**src/sps_pkg.sv**
```systemverilog
// Shared types, codes and helper functions for the strobe pattern sequencer.
// Used by sps_divider, sps_core and strobe_pattern_sequencer; depends on nothing.
`default_nettype none

package sps_pkg;

    // Field and state widths
    localparam int LAMP_W     = 8;
    localparam int MODE_W     = 3;
    localparam int PHASE_W    = 2;
    localparam int ACT_W      = 2;
    localparam int IDX_W      = 3;
    localparam int LEN_W      = 4;
    localparam int SEQ_W      = 24;
    localparam int TIME_W     = 16;
    localparam int PULSE_W    = 8;
    localparam int TABLE_W    = 28;
    localparam int CFG_ADDR_W = 3;
    localparam int CFG_DATA_W = 28;
    localparam int ENTRY_W    = 3;
    localparam int MAX_LEN    = 8;

    // Phase time scaling: ms * 100 / speed, floor of 10
    localparam int SCALE_PCT     = 100;
    localparam int MIN_TIME      = 10;
    localparam int DOUBLE_PULSES = 2;
    localparam int QUO_W         = 23;
    localparam int SPEED_W       = 16;

    localparam int CHANNELS_DEF = 8;

    // Action codes
    localparam logic [ACT_W-1:0] ACT_START = 2'd0;
    localparam logic [ACT_W-1:0] ACT_STOP  = 2'd1;
    localparam logic [ACT_W-1:0] ACT_TICK  = 2'd2;

    // Pattern modes
    localparam logic [MODE_W-1:0] MODE_SINGLE   = 3'd0;
    localparam logic [MODE_W-1:0] MODE_DOUBLE   = 3'd1;
    localparam logic [MODE_W-1:0] MODE_STROBE   = 3'd2;
    localparam logic [MODE_W-1:0] MODE_ALTERN   = 3'd3;
    localparam logic [MODE_W-1:0] MODE_SEQUENCE = 3'd4;

    // Phase codes
    localparam logic [PHASE_W-1:0] PH_IDLE  = 2'd0;
    localparam logic [PHASE_W-1:0] PH_ON    = 2'd1;
    localparam logic [PHASE_W-1:0] PH_OFF   = 2'd2;
    localparam logic [PHASE_W-1:0] PH_PAUSE = 2'd3;

    // Configuration register indexes
    localparam logic [CFG_ADDR_W-1:0] REG_MODE   = 3'd0;
    localparam logic [CFG_ADDR_W-1:0] REG_MASK   = 3'd1;
    localparam logic [CFG_ADDR_W-1:0] REG_ON     = 3'd2;
    localparam logic [CFG_ADDR_W-1:0] REG_OFF    = 3'd3;
    localparam logic [CFG_ADDR_W-1:0] REG_PAUSE  = 3'd4;
    localparam logic [CFG_ADDR_W-1:0] REG_SPEED  = 3'd5;
    localparam logic [CFG_ADDR_W-1:0] REG_REPEAT = 3'd6;
    localparam logic [CFG_ADDR_W-1:0] REG_TABLE  = 3'd7;

    // Configuration reset values
    localparam logic [SPEED_W-1:0] SPEED_RST  = 16'd100;
    localparam logic [PULSE_W-1:0] REPEAT_RST = 8'd1;

    typedef struct packed {
        logic [MODE_W-1:0]  mode;
        logic [LAMP_W-1:0]  mask;
        logic [TIME_W-1:0]  on_ms;
        logic [TIME_W-1:0]  off_ms;
        logic [TIME_W-1:0]  pause_ms;
        logic [SPEED_W-1:0] speed;
        logic [PULSE_W-1:0] repeat_cnt;
        logic [TABLE_W-1:0] seq_table;
    } cfg_t;

    // Result word, lamps in the lowest bits
    typedef struct packed {
        logic [PHASE_W-1:0] phase;
        logic [MODE_W-1:0]  active_mode;
        logic               running;
        logic [LAMP_W-1:0]  lamps;
    } res_t;

    typedef struct packed {
        logic [LEN_W-1:0] len;
        logic [SEQ_W-1:0] seq;
    } seq_tbl_t;

    // Compact the set bits of the mask into a channel list
    function automatic seq_tbl_t build_table(input logic [LAMP_W-1:0] mask);
        seq_tbl_t         t;
        logic [LEN_W-1:0] n;
        t.seq = '0;
        n     = '0;
        for (int i = 0; i < LAMP_W; i++) begin
            if (mask[i]) begin
                t.seq[ENTRY_W*n +: ENTRY_W] = ENTRY_W'(i);
                n = n + LEN_W'(1);
            end
        end
        t.len = n;
        return t;
    endfunction

    // Lamp drive after an on or off step
    function automatic logic [LAMP_W-1:0] apply_step(
        input logic [MODE_W-1:0] mode,
        input logic              on,
        input logic [LAMP_W-1:0] mask,
        input logic [SEQ_W-1:0]  seq,
        input logic [LEN_W-1:0]  len,
        input logic [IDX_W-1:0]  idx,
        input logic [LAMP_W-1:0] lamp_in,
        input logic [LAMP_W-1:0] lamp_bits,
        input logic [LEN_W-1:0]  channels
    );
        logic [ENTRY_W-1:0] ch;
        logic [LAMP_W-1:0]  lamp;
        ch = seq[ENTRY_W*idx +: ENTRY_W];
        if (mode <= MODE_STROBE) begin
            lamp = on ? (lamp_in | mask) : (lamp_in & ~mask);
            lamp = lamp & lamp_bits;
        end else begin
            lamp = '0;
            if (on && (len != '0) && ({1'b0, ch} < channels)) begin
                lamp[ch] = 1'b1;
            end
        end
        return lamp;
    endfunction

endpackage

`default_nettype wire

```
**src/sps_divider.sv**
```systemverilog
// Restoring divider, one quotient bit per cycle, shared by the three phase times.
// Depends on sps_pkg for widths.
`default_nettype none

module sps_divider (
    input  wire logic                            aclk,
    input  wire logic                            aresetn,
    input  wire logic                            start,
    input  wire logic [sps_pkg::QUO_W-1:0]       dividend,
    input  wire logic [sps_pkg::SPEED_W-1:0]     divisor,
    output logic                                 done,
    output logic [sps_pkg::QUO_W-1:0]            quotient
);

    localparam int QuoW = sps_pkg::QUO_W;
    localparam int DivW = sps_pkg::SPEED_W;
    localparam int CntW = $clog2(QuoW);

    logic            busy_reg, busy_next;
    logic            done_reg, done_next;
    logic [CntW-1:0] cnt_reg, cnt_next;
    logic [QuoW-1:0] quo_reg, quo_next;
    logic [DivW-1:0] rem_reg, rem_next;
    logic [DivW-1:0] dvs_reg, dvs_next;
    logic [DivW:0]   trial;

    // One restoring step per cycle while busy
    always_comb begin
        busy_next = busy_reg;
        done_next = 1'b0;
        cnt_next  = cnt_reg;
        quo_next  = quo_reg;
        rem_next  = rem_reg;
        dvs_next  = dvs_reg;
        trial     = {rem_reg, quo_reg[QuoW-1]};
        if (start) begin
            busy_next = 1'b1;
            cnt_next  = '0;
            quo_next  = dividend;
            rem_next  = '0;
            dvs_next  = divisor;
        end else if (busy_reg) begin
            if (trial >= {1'b0, dvs_reg}) begin
                rem_next = DivW'(trial - {1'b0, dvs_reg});
                quo_next = {quo_reg[QuoW-2:0], 1'b1};
            end else begin
                rem_next = trial[DivW-1:0];
                quo_next = {quo_reg[QuoW-2:0], 1'b0};
            end
            cnt_next = cnt_reg + CntW'(1);
            if (cnt_reg == CntW'(QuoW - 1)) begin
                busy_next = 1'b0;
                done_next = 1'b1;
            end
        end
    end

    always_ff @(posedge aclk) begin
        if (!aresetn) begin
            busy_reg <= 1'b0;
            done_reg <= 1'b0;
            cnt_reg  <= '0;
        end else begin
            busy_reg <= busy_next;
            done_reg <= done_next;
            cnt_reg  <= cnt_next;
        end
        quo_reg <= quo_next;
        rem_reg <= rem_next;
        dvs_reg <= dvs_next;
    end

    assign done     = done_reg;
    assign quotient = quo_reg;

    // A new division never starts over one in flight
    a_no_restart: assert property (@(posedge aclk) disable iff (!aresetn)
        start |-> !busy_reg)
        else $error("divider restarted while busy");

    // Done follows the last step exactly
    a_done_after_busy: assert property (@(posedge aclk) disable iff (!aresetn)
        done_reg |-> !busy_reg && $past(busy_reg))
        else $error("divider done without a finishing step");

    // The step counter stays within the quotient width
    a_cnt_range: assert property (@(posedge aclk) disable iff (!aresetn)
        busy_reg |-> cnt_reg < CntW'(QuoW))
        else $error("divider step counter out of range");

endmodule

`default_nettype wire

```
**src/sps_core.sv**
```systemverilog
// Pattern sequencer: command decode, phase timing and lamp stepping.
// Depends on sps_pkg and instantiates sps_divider for the phase time scaling.
`default_nettype none

module sps_core #(
    parameter int CHANNELS = sps_pkg::CHANNELS_DEF
) (
    input  wire logic                        aclk,
    input  wire logic                        aresetn,
    input  wire sps_pkg::cfg_t               cfg,
    input  wire logic                        in_valid,
    output logic                             in_ready,
    input  wire logic [sps_pkg::ACT_W-1:0]   in_action,
    input  wire logic                        in_all_off,
    output logic                             out_valid,
    input  wire logic                        out_ready,
    output sps_pkg::res_t                    out_res
);

    localparam int LampW  = sps_pkg::LAMP_W;
    localparam int TimeW  = sps_pkg::TIME_W;
    localparam int QuoW   = sps_pkg::QUO_W;
    localparam int SpeedW = sps_pkg::SPEED_W;
    localparam int LenW   = sps_pkg::LEN_W;
    localparam int IdxW   = sps_pkg::IDX_W;
    localparam int PulseW = sps_pkg::PULSE_W;
    localparam logic [LampW-1:0] LampBits = LampW'((9'd1 << CHANNELS) - 9'd1);
    localparam logic [LenW-1:0]  ChanCnt  = LenW'(CHANNELS);

    typedef enum logic [4:0] {
        S_IDLE   = 5'b00001,
        S_LAUNCH = 5'b00010,
        S_WAIT   = 5'b00100,
        S_EXEC   = 5'b01000,
        S_EMIT   = 5'b10000
    } state_t;

    state_t state_reg, state_next;

    logic [sps_pkg::ACT_W-1:0]   act_reg, act_next;
    logic                        clr_reg, clr_next;
    logic [1:0]                  div_idx_reg, div_idx_next;

    logic                        running_reg, running_next;
    logic [sps_pkg::PHASE_W-1:0] phase_reg, phase_next;
    logic [TimeW-1:0]            elapsed_reg, elapsed_next;
    logic [PulseW-1:0]           pulse_reg, pulse_next;
    logic [IdxW-1:0]             seq_idx_reg, seq_idx_next;
    logic [LampW-1:0]            lamp_reg, lamp_next;
    logic [LenW-1:0]             len_reg, len_next;
    logic [sps_pkg::SEQ_W-1:0]   seq_reg, seq_next;
    logic [TimeW-1:0]            t_on_reg, t_on_next;
    logic [TimeW-1:0]            t_off_reg, t_off_next;
    logic [TimeW-1:0]            t_pause_reg, t_pause_next;
    logic [sps_pkg::MODE_W-1:0]  mode_reg, mode_next;
    logic [LampW-1:0]            mask_reg, mask_next;
    logic [PulseW-1:0]           pulses_reg, pulses_next;

    logic                        div_start;
    logic                        div_done;
    logic [QuoW-1:0]             div_quo;
    logic [QuoW-1:0]             div_dividend;
    logic [SpeedW-1:0]           div_divisor;
    logic [TimeW-1:0]            div_ms;
    logic [TimeW-1:0]            scaled;

    logic                        start_ok;
    logic [LampW-1:0]            st_mask;
    logic [LenW-1:0]             st_len_cfg;
    sps_pkg::seq_tbl_t           st_tbl;
    sps_pkg::seq_tbl_t           dflt_tbl;
    logic [PulseW-1:0]           st_pulses;
    logic [TimeW-1:0]            el_inc;
    logic [PulseW-1:0]           pulse_inc;
    logic [LenW-1:0]             idx_inc;
    logic [IdxW-1:0]             idx_wrap;

    // Shared divider for the three phase times
    sps_divider u_div (
        .aclk     (aclk),
        .aresetn  (aresetn),
        .start    (div_start),
        .dividend (div_dividend),
        .divisor  (div_divisor),
        .done     (div_done),
        .quotient (div_quo)
    );

    // Operand select and time floor
    always_comb begin
        unique case (div_idx_reg)
            2'd0:    div_ms = cfg.on_ms;
            2'd1:    div_ms = cfg.off_ms;
            default: div_ms = cfg.pause_ms;
        endcase
        div_dividend = QuoW'({7'd0, div_ms} * QuoW'(sps_pkg::SCALE_PCT));
        div_divisor  = (cfg.speed == '0) ? SpeedW'(1) : cfg.speed;
        scaled       = (div_quo < QuoW'(sps_pkg::MIN_TIME)) ? TimeW'(sps_pkg::MIN_TIME)
                                                             : div_quo[TimeW-1:0];
    end

    // Snapshot values for a start
    always_comb begin
        start_ok   = (cfg.mode <= sps_pkg::MODE_SEQUENCE);
        st_mask    = cfg.mask & LampBits;
        st_len_cfg = cfg.seq_table[LenW-1:0];
        dflt_tbl   = sps_pkg::build_table(st_mask);
        if (st_len_cfg == '0) begin
            st_tbl = dflt_tbl;
        end else begin
            st_tbl.len = (st_len_cfg > LenW'(sps_pkg::MAX_LEN)) ? LenW'(sps_pkg::MAX_LEN)
                                                                : st_len_cfg;
            st_tbl.seq = cfg.seq_table[sps_pkg::TABLE_W-1:LenW];
        end
        if (cfg.mode == sps_pkg::MODE_DOUBLE) begin
            st_pulses = PulseW'(sps_pkg::DOUBLE_PULSES);
        end else if (cfg.mode >= sps_pkg::MODE_ALTERN) begin
            st_pulses = (st_tbl.len == '0) ? PulseW'(1) : PulseW'(st_tbl.len);
        end else begin
            st_pulses = (cfg.repeat_cnt == '0) ? PulseW'(1) : cfg.repeat_cnt;
        end
    end

    // Tick helpers
    always_comb begin
        el_inc    = (elapsed_reg == '1) ? elapsed_reg : elapsed_reg + TimeW'(1);
        pulse_inc = pulse_reg + PulseW'(1);
        idx_inc   = {1'b0, seq_idx_reg} + LenW'(1);
        idx_wrap  = (idx_inc == len_reg) ? '0 : idx_inc[IdxW-1:0];
    end

    // Sequencer and pattern state update
    always_comb begin
        state_next   = state_reg;
        act_next     = act_reg;
        clr_next     = clr_reg;
        div_idx_next = div_idx_reg;
        running_next = running_reg;
        phase_next   = phase_reg;
        elapsed_next = elapsed_reg;
        pulse_next   = pulse_reg;
        seq_idx_next = seq_idx_reg;
        lamp_next    = lamp_reg;
        len_next     = len_reg;
        seq_next     = seq_reg;
        t_on_next    = t_on_reg;
        t_off_next   = t_off_reg;
        t_pause_next = t_pause_reg;
        mode_next    = mode_reg;
        mask_next    = mask_reg;
        pulses_next  = pulses_reg;
        div_start    = 1'b0;
        in_ready     = 1'b0;
        out_valid    = 1'b0;

        unique case (state_reg)
            S_IDLE: begin
                in_ready = 1'b1;
                if (in_valid) begin
                    act_next     = in_action;
                    clr_next     = in_all_off;
                    div_idx_next = 2'd0;
                    state_next   = (in_action == sps_pkg::ACT_START && start_ok)
                                   ? S_LAUNCH : S_EXEC;
                end
            end
            S_LAUNCH: begin
                div_start  = 1'b1;
                state_next = S_WAIT;
            end
            S_WAIT: begin
                if (div_done) begin
                    unique case (div_idx_reg)
                        2'd0:    t_on_next    = scaled;
                        2'd1:    t_off_next   = scaled;
                        default: t_pause_next = scaled;
                    endcase
                    if (div_idx_reg == 2'd2) begin
                        state_next = S_EXEC;
                    end else begin
                        div_idx_next = div_idx_reg + 2'd1;
                        state_next   = S_LAUNCH;
                    end
                end
            end
            S_EXEC: begin
                state_next = S_EMIT;
                unique case (act_reg)
                    sps_pkg::ACT_START: begin
                        if (start_ok) begin
                            mode_next    = cfg.mode;
                            mask_next    = st_mask;
                            len_next     = st_tbl.len;
                            seq_next     = st_tbl.seq;
                            pulses_next  = st_pulses;
                            phase_next   = sps_pkg::PH_ON;
                            elapsed_next = '0;
                            pulse_next   = '0;
                            seq_idx_next = '0;
                            running_next = 1'b1;
                            lamp_next    = sps_pkg::apply_step(cfg.mode, 1'b1, st_mask,
                                               st_tbl.seq, st_tbl.len, '0, lamp_reg,
                                               LampBits, ChanCnt);
                        end
                    end
                    sps_pkg::ACT_STOP: begin
                        running_next = 1'b0;
                        phase_next   = sps_pkg::PH_IDLE;
                        pulse_next   = '0;
                        seq_idx_next = '0;
                        elapsed_next = '0;
                        mode_next    = sps_pkg::MODE_SINGLE;
                        if (clr_reg) begin
                            lamp_next = '0;
                        end
                    end
                    sps_pkg::ACT_TICK: begin
                        if (running_reg) begin
                            elapsed_next = el_inc;
                            unique case (phase_reg)
                                sps_pkg::PH_ON: begin
                                    if (el_inc >= t_on_reg) begin
                                        lamp_next    = sps_pkg::apply_step(mode_reg, 1'b0,
                                                           mask_reg, seq_reg, len_reg,
                                                           seq_idx_reg, lamp_reg,
                                                           LampBits, ChanCnt);
                                        phase_next   = sps_pkg::PH_OFF;
                                        elapsed_next = '0;
                                    end
                                end
                                sps_pkg::PH_OFF: begin
                                    if (el_inc >= t_off_reg) begin
                                        elapsed_next = '0;
                                        if (pulse_inc >= pulses_reg) begin
                                            pulse_next = '0;
                                            phase_next = sps_pkg::PH_PAUSE;
                                        end else begin
                                            pulse_next = pulse_inc;
                                            if (len_reg != '0) begin
                                                seq_idx_next = idx_wrap;
                                            end
                                            lamp_next  = sps_pkg::apply_step(mode_reg,
                                                             1'b1, mask_reg, seq_reg,
                                                             len_reg,
                                                             (len_reg != '0) ? idx_wrap
                                                                             : seq_idx_reg,
                                                             lamp_reg, LampBits, ChanCnt);
                                            phase_next = sps_pkg::PH_ON;
                                        end
                                    end
                                end
                                sps_pkg::PH_PAUSE: begin
                                    if (el_inc >= t_pause_reg) begin
                                        if (mode_reg <= sps_pkg::MODE_DOUBLE) begin
                                            running_next = 1'b0;
                                            phase_next   = sps_pkg::PH_IDLE;
                                            pulse_next   = '0;
                                            seq_idx_next = '0;
                                            elapsed_next = '0;
                                            lamp_next    = '0;
                                            mode_next    = sps_pkg::MODE_SINGLE;
                                        end else begin
                                            seq_idx_next = '0;
                                            lamp_next    = sps_pkg::apply_step(mode_reg,
                                                               1'b1, mask_reg, seq_reg,
                                                               len_reg, '0, lamp_reg,
                                                               LampBits, ChanCnt);
                                            phase_next   = sps_pkg::PH_ON;
                                            elapsed_next = '0;
                                        end
                                    end
                                end
                                default: begin
                                end
                            endcase
                        end
                    end
                    default: begin
                    end
                endcase
            end
            S_EMIT: begin
                out_valid = 1'b1;
                if (out_ready) begin
                    state_next = S_IDLE;
                end
            end
            default: begin
                state_next = S_IDLE;
            end
        endcase
    end

    always_ff @(posedge aclk) begin
        if (!aresetn) begin
            state_reg   <= S_IDLE;
            running_reg <= 1'b0;
            phase_reg   <= sps_pkg::PH_IDLE;
            elapsed_reg <= '0;
            pulse_reg   <= '0;
            seq_idx_reg <= '0;
            lamp_reg    <= '0;
            len_reg     <= '0;
            seq_reg     <= '0;
            t_on_reg    <= '0;
            t_off_reg   <= '0;
            t_pause_reg <= '0;
            mode_reg    <= sps_pkg::MODE_SINGLE;
            mask_reg    <= '0;
            pulses_reg  <= '0;
        end else begin
            state_reg   <= state_next;
            running_reg <= running_next;
            phase_reg   <= phase_next;
            elapsed_reg <= elapsed_next;
            pulse_reg   <= pulse_next;
            seq_idx_reg <= seq_idx_next;
            lamp_reg    <= lamp_next;
            len_reg     <= len_next;
            seq_reg     <= seq_next;
            t_on_reg    <= t_on_next;
            t_off_reg   <= t_off_next;
            t_pause_reg <= t_pause_next;
            mode_reg    <= mode_next;
            mask_reg    <= mask_next;
            pulses_reg  <= pulses_next;
        end
        act_reg     <= act_next;
        clr_reg     <= clr_next;
        div_idx_reg <= div_idx_next;
    end

    // Present the pattern state as the result word
    always_comb begin
        out_res.lamps       = lamp_reg;
        out_res.running     = running_reg;
        out_res.active_mode = running_reg ? mode_reg + sps_pkg::MODE_W'(1) : '0;
        out_res.phase       = phase_reg;
    end

    // Running and a non-idle phase go together
    a_run_phase: assert property (@(posedge aclk) disable iff (!aresetn)
        running_reg == (phase_reg != sps_pkg::PH_IDLE))
        else $error("running flag and phase disagree");

    // Pulse count stays below the series length while running
    a_pulse_range: assert property (@(posedge aclk) disable iff (!aresetn)
        running_reg |-> (pulses_reg != '0) && (pulse_reg < pulses_reg))
        else $error("pulse count out of range");

    // Table index stays inside the table
    a_idx_range: assert property (@(posedge aclk) disable iff (!aresetn)
        (running_reg && len_reg != '0) |-> ({1'b0, seq_idx_reg} < len_reg))
        else $error("sequence index out of range");

    // Divider results arrive only while the sequencer waits for them
    a_div_wait: assert property (@(posedge aclk) disable iff (!aresetn)
        div_done |-> state_reg == S_WAIT)
        else $error("divider result outside wait state");

    // A stalled result word stays put
    a_emit_hold: assert property (@(posedge aclk) disable iff (!aresetn)
        (out_valid && !out_ready) |=> out_valid && $stable(out_res))
        else $error("result word changed while stalled");

endmodule

`default_nettype wire

```
**src/strobe_pattern_sequencer.sv**
```systemverilog
// Strobe pattern sequencer top level: configuration registers, stream ports
// and output register. Depends on sps_pkg and instantiates sps_core.
//
// Each input word is a start, a stop or a one-millisecond tick (s_tuser) and
// yields exactly one result word with the lamp drive and pattern status. A
// stop, a tick or an unused action code passes through the execute and emit
// states before the next s_tready. A start with a valid mode first runs three
// phase-time divisions on one shared restoring divider, with s_tready low
// meanwhile. The result word sits in an output register, so a slow consumer
// holds the block only once the register is full. Configuration is sampled
// at start; writes during a run take effect at the next start.
`default_nettype none

module strobe_pattern_sequencer #(
    parameter int CHANNELS = sps_pkg::CHANNELS_DEF
) (
    input  wire logic                              aclk,
    input  wire logic                              aresetn,
    // configuration write port
    input  wire logic                              cfg_wr_en,
    input  wire logic [sps_pkg::CFG_ADDR_W-1:0]    cfg_wr_addr,
    input  wire logic [sps_pkg::CFG_DATA_W-1:0]    cfg_wr_data,
    // input words
    input  wire logic                              s_tvalid,
    output logic                                   s_tready,
    input  wire logic [7:0]                        s_tdata,   // [0] all_off, [7:1] zero
    input  wire logic [1:0]                        s_tuser,   // [1:0] action
    // result words
    output logic                                   m_tvalid,
    input  wire logic                              m_tready,
    output logic [15:0]                            m_tdata    // [7:0] lamps, [8] running,
                                                              // [11:9] active_mode,
                                                              // [13:12] phase, [15:14] zero
);

    sps_pkg::cfg_t cfg_reg, cfg_next;
    sps_pkg::res_t core_res;
    logic          core_out_valid;
    logic          core_out_ready;
    logic          m_tvalid_reg;
    logic [15:0]   m_tdata_reg;

    // Register file writes
    always_comb begin
        cfg_next = cfg_reg;
        if (cfg_wr_en) begin
            unique case (cfg_wr_addr)
                sps_pkg::REG_MODE:   cfg_next.mode       = cfg_wr_data[sps_pkg::MODE_W-1:0];
                sps_pkg::REG_MASK:   cfg_next.mask       = cfg_wr_data[sps_pkg::LAMP_W-1:0];
                sps_pkg::REG_ON:     cfg_next.on_ms      = cfg_wr_data[sps_pkg::TIME_W-1:0];
                sps_pkg::REG_OFF:    cfg_next.off_ms     = cfg_wr_data[sps_pkg::TIME_W-1:0];
                sps_pkg::REG_PAUSE:  cfg_next.pause_ms   = cfg_wr_data[sps_pkg::TIME_W-1:0];
                sps_pkg::REG_SPEED:  cfg_next.speed      = cfg_wr_data[sps_pkg::SPEED_W-1:0];
                sps_pkg::REG_REPEAT: cfg_next.repeat_cnt = cfg_wr_data[sps_pkg::PULSE_W-1:0];
                sps_pkg::REG_TABLE:  cfg_next.seq_table  = cfg_wr_data[sps_pkg::TABLE_W-1:0];
                default: begin
                end
            endcase
        end
    end

    always_ff @(posedge aclk) begin
        if (!aresetn) begin
            cfg_reg <= '{mode: '0, mask: '0, on_ms: '0, off_ms: '0, pause_ms: '0,
                         speed: sps_pkg::SPEED_RST, repeat_cnt: sps_pkg::REPEAT_RST,
                         seq_table: '0};
        end else begin
            cfg_reg <= cfg_next;
        end
    end

    sps_core #(
        .CHANNELS (CHANNELS)
    ) u_core (
        .aclk       (aclk),
        .aresetn    (aresetn),
        .cfg        (cfg_reg),
        .in_valid   (s_tvalid),
        .in_ready   (s_tready),
        .in_action  (s_tuser),
        .in_all_off (s_tdata[0]),
        .out_valid  (core_out_valid),
        .out_ready  (core_out_ready),
        .out_res    (core_res)
    );

    // Output register: load a finished word when empty or being drained
    assign core_out_ready = !m_tvalid_reg || m_tready;

    always_ff @(posedge aclk) begin
        if (!aresetn) begin
            m_tvalid_reg <= 1'b0;
        end else if (core_out_valid && core_out_ready) begin
            m_tvalid_reg <= 1'b1;
        end else if (m_tready) begin
            m_tvalid_reg <= 1'b0;
        end
        if (core_out_valid && core_out_ready) begin
            m_tdata_reg <= {2'b00, core_res};
        end
    end

    assign m_tvalid = m_tvalid_reg;
    assign m_tdata  = m_tdata_reg;

endmodule

`default_nettype wire
```
**config.mk**
```make
export PLATFORM = sky130hd
export DESIGN_NAME = strobe_pattern_sequencer
export DESIGN_NICKNAME = d
export VERILOG_FILES = /design/src/sps_pkg.sv /design/src/sps_divider.sv /design/src/sps_core.sv /design/src/strobe_pattern_sequencer.sv
export SDC_FILE = /design/constraint.sdc
export NUM_CORES = 1
export LEC_CHECK = 0
export BUFFER_PORTS_ARGS = -buffer_cell sky130_fd_sc_hd__buf_2
export CAP_MARGIN = 20
export CELL_PAD_IN_SITES_DETAIL_PLACEMENT = 1
export CELL_PAD_IN_SITES_GLOBAL_PLACEMENT = 1
export CORE_MARGIN = 2
export CORE_UTILIZATION = 52
export DETAILED_ROUTE_END_ITERATION = 6
export HOLD_SLACK_MARGIN = 0.15
export PLACE_DENSITY = 0.95
export SETUP_SLACK_MARGIN = 0.3
export SLEW_MARGIN = 15
export SYNTH_ARGS = -nofsm -noshare
export SYNTH_HDL_FRONTEND = slang
export SYNTH_SLANG_ARGS = --single-unit
```
**constraint.sdc**
```tcl
create_clock -name aclk -period 18.55 [get_ports aclk]
set_clock_uncertainty 0.1 [all_clocks]
set_input_delay 3.71 -clock aclk [delete_from_list [all_inputs] [get_ports aclk]]
set_output_delay 3.71 -clock aclk [all_outputs]
set_load 0.02 [all_outputs]
```
Word level (Yosys, flattened, before mapping)
Cells that the tools add are included.

Register bits after elaboration: 331. Output and inout port bits: 18. Word-level logic and storage cells: 314. Bits of input ports: 46.

$lt $le $gt $ge: 18. Reduce and logical (&&, ||, !) cells: 46. Bitwise logic cells: 8. Muxes and demuxes: 121. Shifts and indexed selects: 15. $add $sub $neg: 21. Multiply operators: 9. Equality and inequality tests: 40.

Operator list (number): 6-bit negation with 34-bit output (7); 3-bit by 34-bit variable shift with 24-bit output (first input constant) (7); 3-bit by 34-bit variable part select with 24-bit output (first input constant) (7); 8-bit two-way mux (24); 24-bit two-way mux (7); 24-bit bitwise mux (6); 16-bit two-way mux (8); 16-bit one-hot mux with 3 select lines (2); 8-bit one-hot mux with 3 select lines (3); 16-bit >= comparator (3); 23-bit two-way mux (2); 4-bit two-way mux (11); 2-bit by 4-bit multiplier with 6-bit output (first input constant) (6); 3-bit two-way mux (12); 16-bit one-hot mux with 2 select lines (1); 28-bit two-way mux (1); 5-bit one-hot mux with 5 select lines (1); 4-bit by 1-bit adder with 4-bit output (second input constant) (6); 24-bit AND (1); 8-bit AND reduction (3); 24-bit by 6-bit variable part select with 3-bit output (1); 23-bit by 4-bit less-than comparator with 1-bit output (second input constant) (1); 16-bit by 5-bit multiplier with 21-bit output (second input constant) (1); 1-bit two-way mux (20); 67 further kinds (137).

Longest topological paths before layout
Word-level depth: 27. Mapped depth: 28. Mapped depth without buffers: 27.

Hierarchy
A second synthesis with hierarchy kept.

Cells, all modules: 2377. Area total of the unflattened synthesis: 20499.7 um^2.

Modules (own cells, without submodules): sps_core (times used 1, cells each 1614, sequential area each 2912.8 um^2, area an instance 12238.0 um^2); strobe_pattern_sequencer (times used 1, cells each 428, sequential area each 2662.6 um^2, area an instance 4733.3 um^2); sps_divider (times used 1, cells each 335, sequential area each 1631.6 um^2, area an instance 3528.4 um^2).

Worst setup path after synthesis
No wires, ideal clock.

Path kind: register to register. Start point: reg cfg_reg[100] (netlist bit). End point: reg u_core.lamp_reg[7]. Buffers on the path: 1. Data arrival time: 5749 ps. Path slack: 12627 ps. Setup time: 74 ps. Data required time: 18376 ps. Stages on the path, launching flop included: 28. Period minus slack after synthesis: 5923 ps. Cells stage by stage: dfxtp_1 -> ha_1 -> nor2b_1 -> nor2_1 -> inv_1 -> ha_1 -> and2b_1 -> a31oi_1 -> ha_1 -> mux2i_1 -> and2_1 -> clkbuf_1 -> inv_1 -> ha_1 -> nand2_1 -> nand2_1 -> ha_1 -> nor2b_1 -> a21o_1 -> inv_1 -> ha_1 -> inv_1 -> and3_1 -> nand4_2 -> o21ba_2 -> a211oi_2 -> a21oi_1 -> a31oi_1.

Cells in the longest elaborated chain, start to end: 27. Elaborated cells between the ends (all ways): 68. Classes of those cells: 14 x add/sub; 7 x mul; 2 x order compare; 14 x shift; 28 x mux; 1 x bitwise; 2 x reduce/logical.

RTL lines: start, declared (RTL line strobe_pattern_sequencer.sv:36) `sps_pkg::cfg_t cfg_reg, cfg_next;`; start signal, assigned (RTL line strobe_pattern_sequencer.sv:64) `cfg_reg <= '{mode: '0, mask: '0, on_ms: '0, off_ms: '0, pause_ms: '0,`; start signal, assigned (RTL line strobe_pattern_sequencer.sv:68) `cfg_reg <= cfg_next;`; 1-bit two-way mux * (RTL line sps_pkg.sv:95) `if (mask[i]) begin`; 1-bit by 1-bit adder with 2-bit output or 2-bit by 1-bit multiplier with 3-bit output (tied branches) (RTL line sps_pkg.sv:97, sps_pkg.sv:96); 4-bit two-way mux or 6-bit negation with 34-bit output (tied branches) (RTL line sps_pkg.sv:95, sps_pkg.sv:96); 4-bit by 1-bit adder with 4-bit output (tied with other cells) (RTL line sps_pkg.sv:97) `n = n + LEN_W'(1);`; 4-bit two-way mux (tied with other cells) (RTL line sps_pkg.sv:95); 4-bit by 1-bit adder with 4-bit output (tied with other cells) (RTL line sps_pkg.sv:97); 4-bit two-way mux (tied with other cells) (RTL line sps_pkg.sv:95); 4-bit by 1-bit adder with 4-bit output (tied with other cells) (RTL line sps_pkg.sv:97); [... 11 more ...]; 3-bit by 4-bit less-than comparator with 1-bit output (not written as such) or 3-bit by 1-bit >= comparator with 1-bit output (tied branches) (RTL line sps_pkg.sv:125) `lamp[ch] = 1'b1;`; 1-bit logical AND (not written as such) (RTL line sps_pkg.sv:125); 1-bit two-way mux (not written as such) (RTL line sps_pkg.sv:125); 1-bit demux with 3-bit select; 8-bit two-way mux * (RTL line sps_pkg.sv:124) `if (on && (len != '0) && ({1'b0, ch} < channels)) begin`; 8-bit two-way mux * (RTL line sps_pkg.sv:119) `if (mode <= MODE_STROBE) begin`; 8-bit two-way mux * (RTL line sps_core.sv:190) `if (start_ok) begin`; 8-bit one-hot mux with 3 select lines * (RTL line sps_core.sv:188) `unique case (act_reg)`; end signal, assigned (RTL line sps_core.sv:318) `lamp_reg <= lamp_next;`; end, declared (RTL line sps_core.sv:49) `logic [LampW-1:0] lamp_reg, lamp_next;`.

Mark *: on every way between the ends. The rest lies on a longest branch, timed or not. The select of a mux whose other input is x is not followed. A chain may end at the register's enable or synchronous reset.

Worst setup path in the final report
Start point: reg cfg_reg[102] (netlist bit). End point: reg u_core.lamp_reg[7].

Cells in the longest elaborated chain, start to end: 23. Elaborated cells between the ends (all ways): 53. Classes of those cells: 10 x add/sub; 5 x mul; 2 x order compare; 10 x shift; 24 x mux; 2 x reduce/logical.

RTL lines (RTL line): 4-bit two-way mux (sps_pkg.sv:95); 4-bit by 1-bit adder with 4-bit output or 2-bit by 4-bit multiplier with 6-bit output (tied branches) (sps_pkg.sv:97, sps_pkg.sv:96); 4-bit two-way mux or 6-bit negation with 34-bit output (tied branches) (sps_pkg.sv:95, sps_pkg.sv:96); 4-bit by 1-bit adder with 4-bit output (tied with other cells) (sps_pkg.sv:97); 4-bit two-way mux (tied with other cells) (sps_pkg.sv:95); 4-bit by 1-bit adder with 4-bit output (tied with other cells) (sps_pkg.sv:97); 4-bit two-way mux (tied with other cells) (sps_pkg.sv:95); 4-bit by 1-bit adder with 4-bit output (tied with other cells) (sps_pkg.sv:97); [... 7 more ...]; 3-bit by 4-bit less-than comparator with 1-bit output (not written as such) or 3-bit by 1-bit >= comparator with 1-bit output (tied branches) (sps_pkg.sv:125); 1-bit logical AND (not written as such) (sps_pkg.sv:125); 1-bit two-way mux (not written as such) (sps_pkg.sv:125); 1-bit demux with 3-bit select; 8-bit two-way mux * (sps_pkg.sv:124); 8-bit two-way mux * (sps_pkg.sv:119); 8-bit two-way mux * (sps_core.sv:190); 8-bit one-hot mux with 3 select lines * (sps_core.sv:188).

Marks and branches as above.

==> parameters.txt <==
Parameter                              Value

Status
  Run status ... finished, final reports clean

Power and ir drop
  Leakage power figure ... 8.66 nW
  Combinational group share of total power ... 0.161
  Net switching share of the total power ... 0.291
  Cell area power density ... 86.4 nW/um^2
  Internal power ... 0.00134 W
  Net switching power figure ... 0.000550 W
  Sequential cell fraction of total power ... 0.414
  Worst vdd rail ir drop ... 0.0788 mV
  Clock network power share ... 0.426
  Overall power after layout ... 0.00189 W

Clocking
  TritonCTS sink count ... 331
  Cts bufs inserted ... 38
  Clock transition time at the flip-flop clock pins of the worst setup and hold paths ... 60 ps
  Post-CTS setup buffer count ... 0
  Skew-Pair Late Insertion Delay ... 580 ps
  Clock tree from TritonCTS ... built
  Post-cts sizing count ... 0
  Worst-case clock buffer depth ... 3
  Count of H-tree levels built during CTS ... 2
  # hold bufs at CTS ... 0
  Buffer type at the clock tree root ... clkbuf_16

Global route
  Gr ovfl total ... 0
  Antenna violations before repair ... 0
  Combined global-route utilization of all metal layers ... 0.336
  Global-route wire length before repair ... 110 mm
  Maximum number of pins on one net before global-route repair ... 144
  Via count of the first global-routing pass ... 20304

Logic synthesis
  Commonest cells post-synth ... nand2_1, dfxtp_1, a21oi_1
  Mapped cell area ... 20100 um^2
  Post-synth top flop ... dfxtp_1
  Cell types with the largest area share after synthesis ... dfxtp_1, ha_1, nand2_1
  Most common cell in the synthesized netlist ... nand2_1
  Synth warn ... 0
  Fraction of synthesized cell area taken by the top area cell type ... 0.274
  EDFF count, synth ... 56
  Share of synthesized flip-flops with an asynchronous set or reset ... 0
  Cell variety after synth ... 86
  Proportion of synthesized chip area in sequential cells ... 0.358
  Area leader, netlist ... dfxtp_1
  Number of flip-flops and latches in the synthesized netlist ... 331
  Gate Count Post-Synth ... 2513
  Mean instance size in the synthesized netlist ... 7.99 um^2

STA
  Fmax ... 128 MHz
  Final Max Slew Viols ... 0
  Worst hold slack ... 362 ps
  Normalized max-slew margin ... 0.242
  Final critical path time including I/O delays and setup ... 7830 ps
  Unrepaired setup endpoints after global routing ... no
  Transition time at the pin with the least slew margin ... 1140 ps
  Number of hold violations in the final report ... 0
  Finish-stage setup viols ... 0
  Smallest setup slack after layout ... 10720 ps
  Final period util ... 0.422
  Aggregate negative setup slack ... 0 ps

Final layout
  Layout cell share with drive strength beyond 1 ... 0.0702
  Number of nets in the layout ... 2713
  Antenna cells ... 0
  Max reg flops ... 111
  Number of fillers in the final layout ... 4613
  Area growth from synthesis to final layout ... 9.09%

Placed design
  Worst Setup Slack post-DPL ... 11050 ps
  Input/output buffers ... 54
  Routability congestion estimate from global placement ... 0.907
  Detailed-placement wirelength estimate ... 45.7 mm

Die
  Initial Util ... 0.530
  Die Width ... 200 um
  Y dimension of the die ... 200 um
  Core region area ... 37800 um^2
  Rows ... 71
  Top-Level Pins ... 64
  Area enclosed by the die boundary ... 40200 um^2

Flow run
  Max-capacitance violation count ... 0

Routing
  Routed wl met3 ... 4.72 mm
  Number of DRC violations after detailed-routing iteration 0 ... 1670
  Drc violations ... 0
  Highest metal used ... met4
  Mean routed wirelength per cell ... 22.8 um
  Number of routed nets with antenna violations ... 0
  Total via count in the routed design ... 19372
  Final WL ... 69.0 mm
  Met1 routed wirelength after detailed routing ... 27.9 mm
  Count of TritonRoute iterations in the first routing pass ... 5
  Vias/cell ... 6.39
  Wire length on met2 ... 33.5 mm

Critical path
  Biggest fanout along the worst timing path ... 15
  Slack of the worst reg-to-reg path ... 10720 ps
  Required time reported for the critical path endpoint ... 18950 ps
  Crit path kind ... reg -> reg
  Depth of the worst register-to-register path ... 22
  FF-to-FF End ... u_core.lamp_reg[7]
  Worst setup startpoint ... cfg_reg[102]
  Cell with the largest stage delay on the worst path ... a2111oi_1
  Category of the worst setup path capture point ... register
  Total buffers and inverters traversed by the critical path ... 3
  Critical Path, Cell by Cell ... fa_1 > ha_1 > and2b_1 > a31oi_1 > ha_1 > mux2i_1 > and2_1 > inv_1 > ha_1 > nand2_1 > nand2_1 > ha_1 > nor2b_1 > a21o_1 > inv_1 > ha_1 > inv_1 > and3_1 > nand4_2 > a2111oi_1 > a21oi_1 > a31oi_1
  Critical R2R Launch ... cfg_reg[102]
  CP arrival ... 8230 ps
  Category of cells accounting for the largest share of critical-path delay ... adder cells
  Worst Setup Start Kind ... register
  Stage delay of the slowest cell on the critical path ... 810 ps
  Most prevalent standard cell on the critical path ... ha_1

Worst hold path
  Hold path depth ... 2
  Worst min path class ... reg -> reg
  Worst Hold Path EP ... u_core.seq_reg[5]
  Origin of the worst min-delay path ... u_core.seq_reg[5]
-- through the flow --
| step | instances | instance area (um^2) | util |
|---|---|---|---|
| 3_3_place_gp | 2958 | 20600 | 0.544 |
| 3_5_place_dp | 2961 | 20600 | 0.544 |
| 5_1_grt | 3032 | 21900 | 0.579 |
| 4_1_cts | 3030 | 21900 | 0.578 |
| 2_1_floorplan | 2514 | 20100 | - |
| 6_report | 3032 | 21900 | 0.579 |
-- cell families after synthesis --
family / Yosys count / synth area share
AOI/OAI and AO/OA: 642 / 0.199
xor gates and xnor gates: 66 / 0.0337
adders and majority gates: 175 / 0.114
buffers and inverters: 298 / 0.0572
DFF: 331 / 0.358
muxes: 23 / 0.0119
other: 1 / 0.000187
and+or+nand+nor: 977 / 0.226
-- worst max path at each step --
stage / cells after the start / to / slack [ps]
final: 22 / u_core.lamp_reg[7] / 10720
after global placement: 22 / u_core.lamp_reg[7] / 11160
after CTS: 22 / u_core.lamp_reg[6] / 10980
after global routing: 22 / u_core.lamp_reg[7] / 10310
after detailed placement: 23 / u_core.lamp_reg[7] / 11050
after floorplan: 27 / u_core.lamp_reg[7] / 12630
-- cell type report --
class                      count  area (um^2)  share of cell area
multi-input combinational   1885        11800               0.537
sequential                   331         7190               0.328
clock buffer                  51         1030              0.0471
tap                          511          639              0.0292
inverter                     162          613              0.0280
timing repair buffer          74          424              0.0194
clock inverter                18          245              0.0112
-- per-layer routing --
layer | up-vias | GRT usage
met5 | - | 0
met4 | 0 | 0.157
met3 | 207 | 0.0539
met2 | 770 | 0.578
met1 | 9632 | 0.414
li1 | 8763 | -
-- worst register-to-register path, cell delays in order (launching register included) --
cell and delay, ps:
dfxtp_1 710, fa_1 750, ha_1 480, and2b_1 280
a31oi_1 510, ha_1 430, mux2i_1 330, and2_1 300
inv_1 90, ha_1 390, nand2_1 160, nand2_1 190
ha_1 260, nor2b_1 330, a21o_1 220, inv_1 80
ha_1 360, inv_1 150, and3_1 200, nand4_2 250
a2111oi_1 820, a21oi_1 190, a31oi_1 200
-- cell usage in the layout (no fill, tap or decap), types with 54 or more instances in the layout --
master      n
buf_2      54
ha_1      162
nand3_1    96
nor2_1    138
o21ai_0   116
a21oi_1   257
inv_1     159
nand2_1   473
edfxtp_1   56
dfxtp_1   275
-- power by group through the flow --
stage	combinational (W)	sequential, W	clock, W
finish	0.000304	0.000782	0.000805
global route	0.000334	0.000785	0.000835
CTS	0.000299	0.000781	0.000804
detailed placement	0.000290	0.000796	0
global placement	0.000267	0.000794	0
floorplan	0.000217	0.000786	0
(Power assumes the default switching activity.)
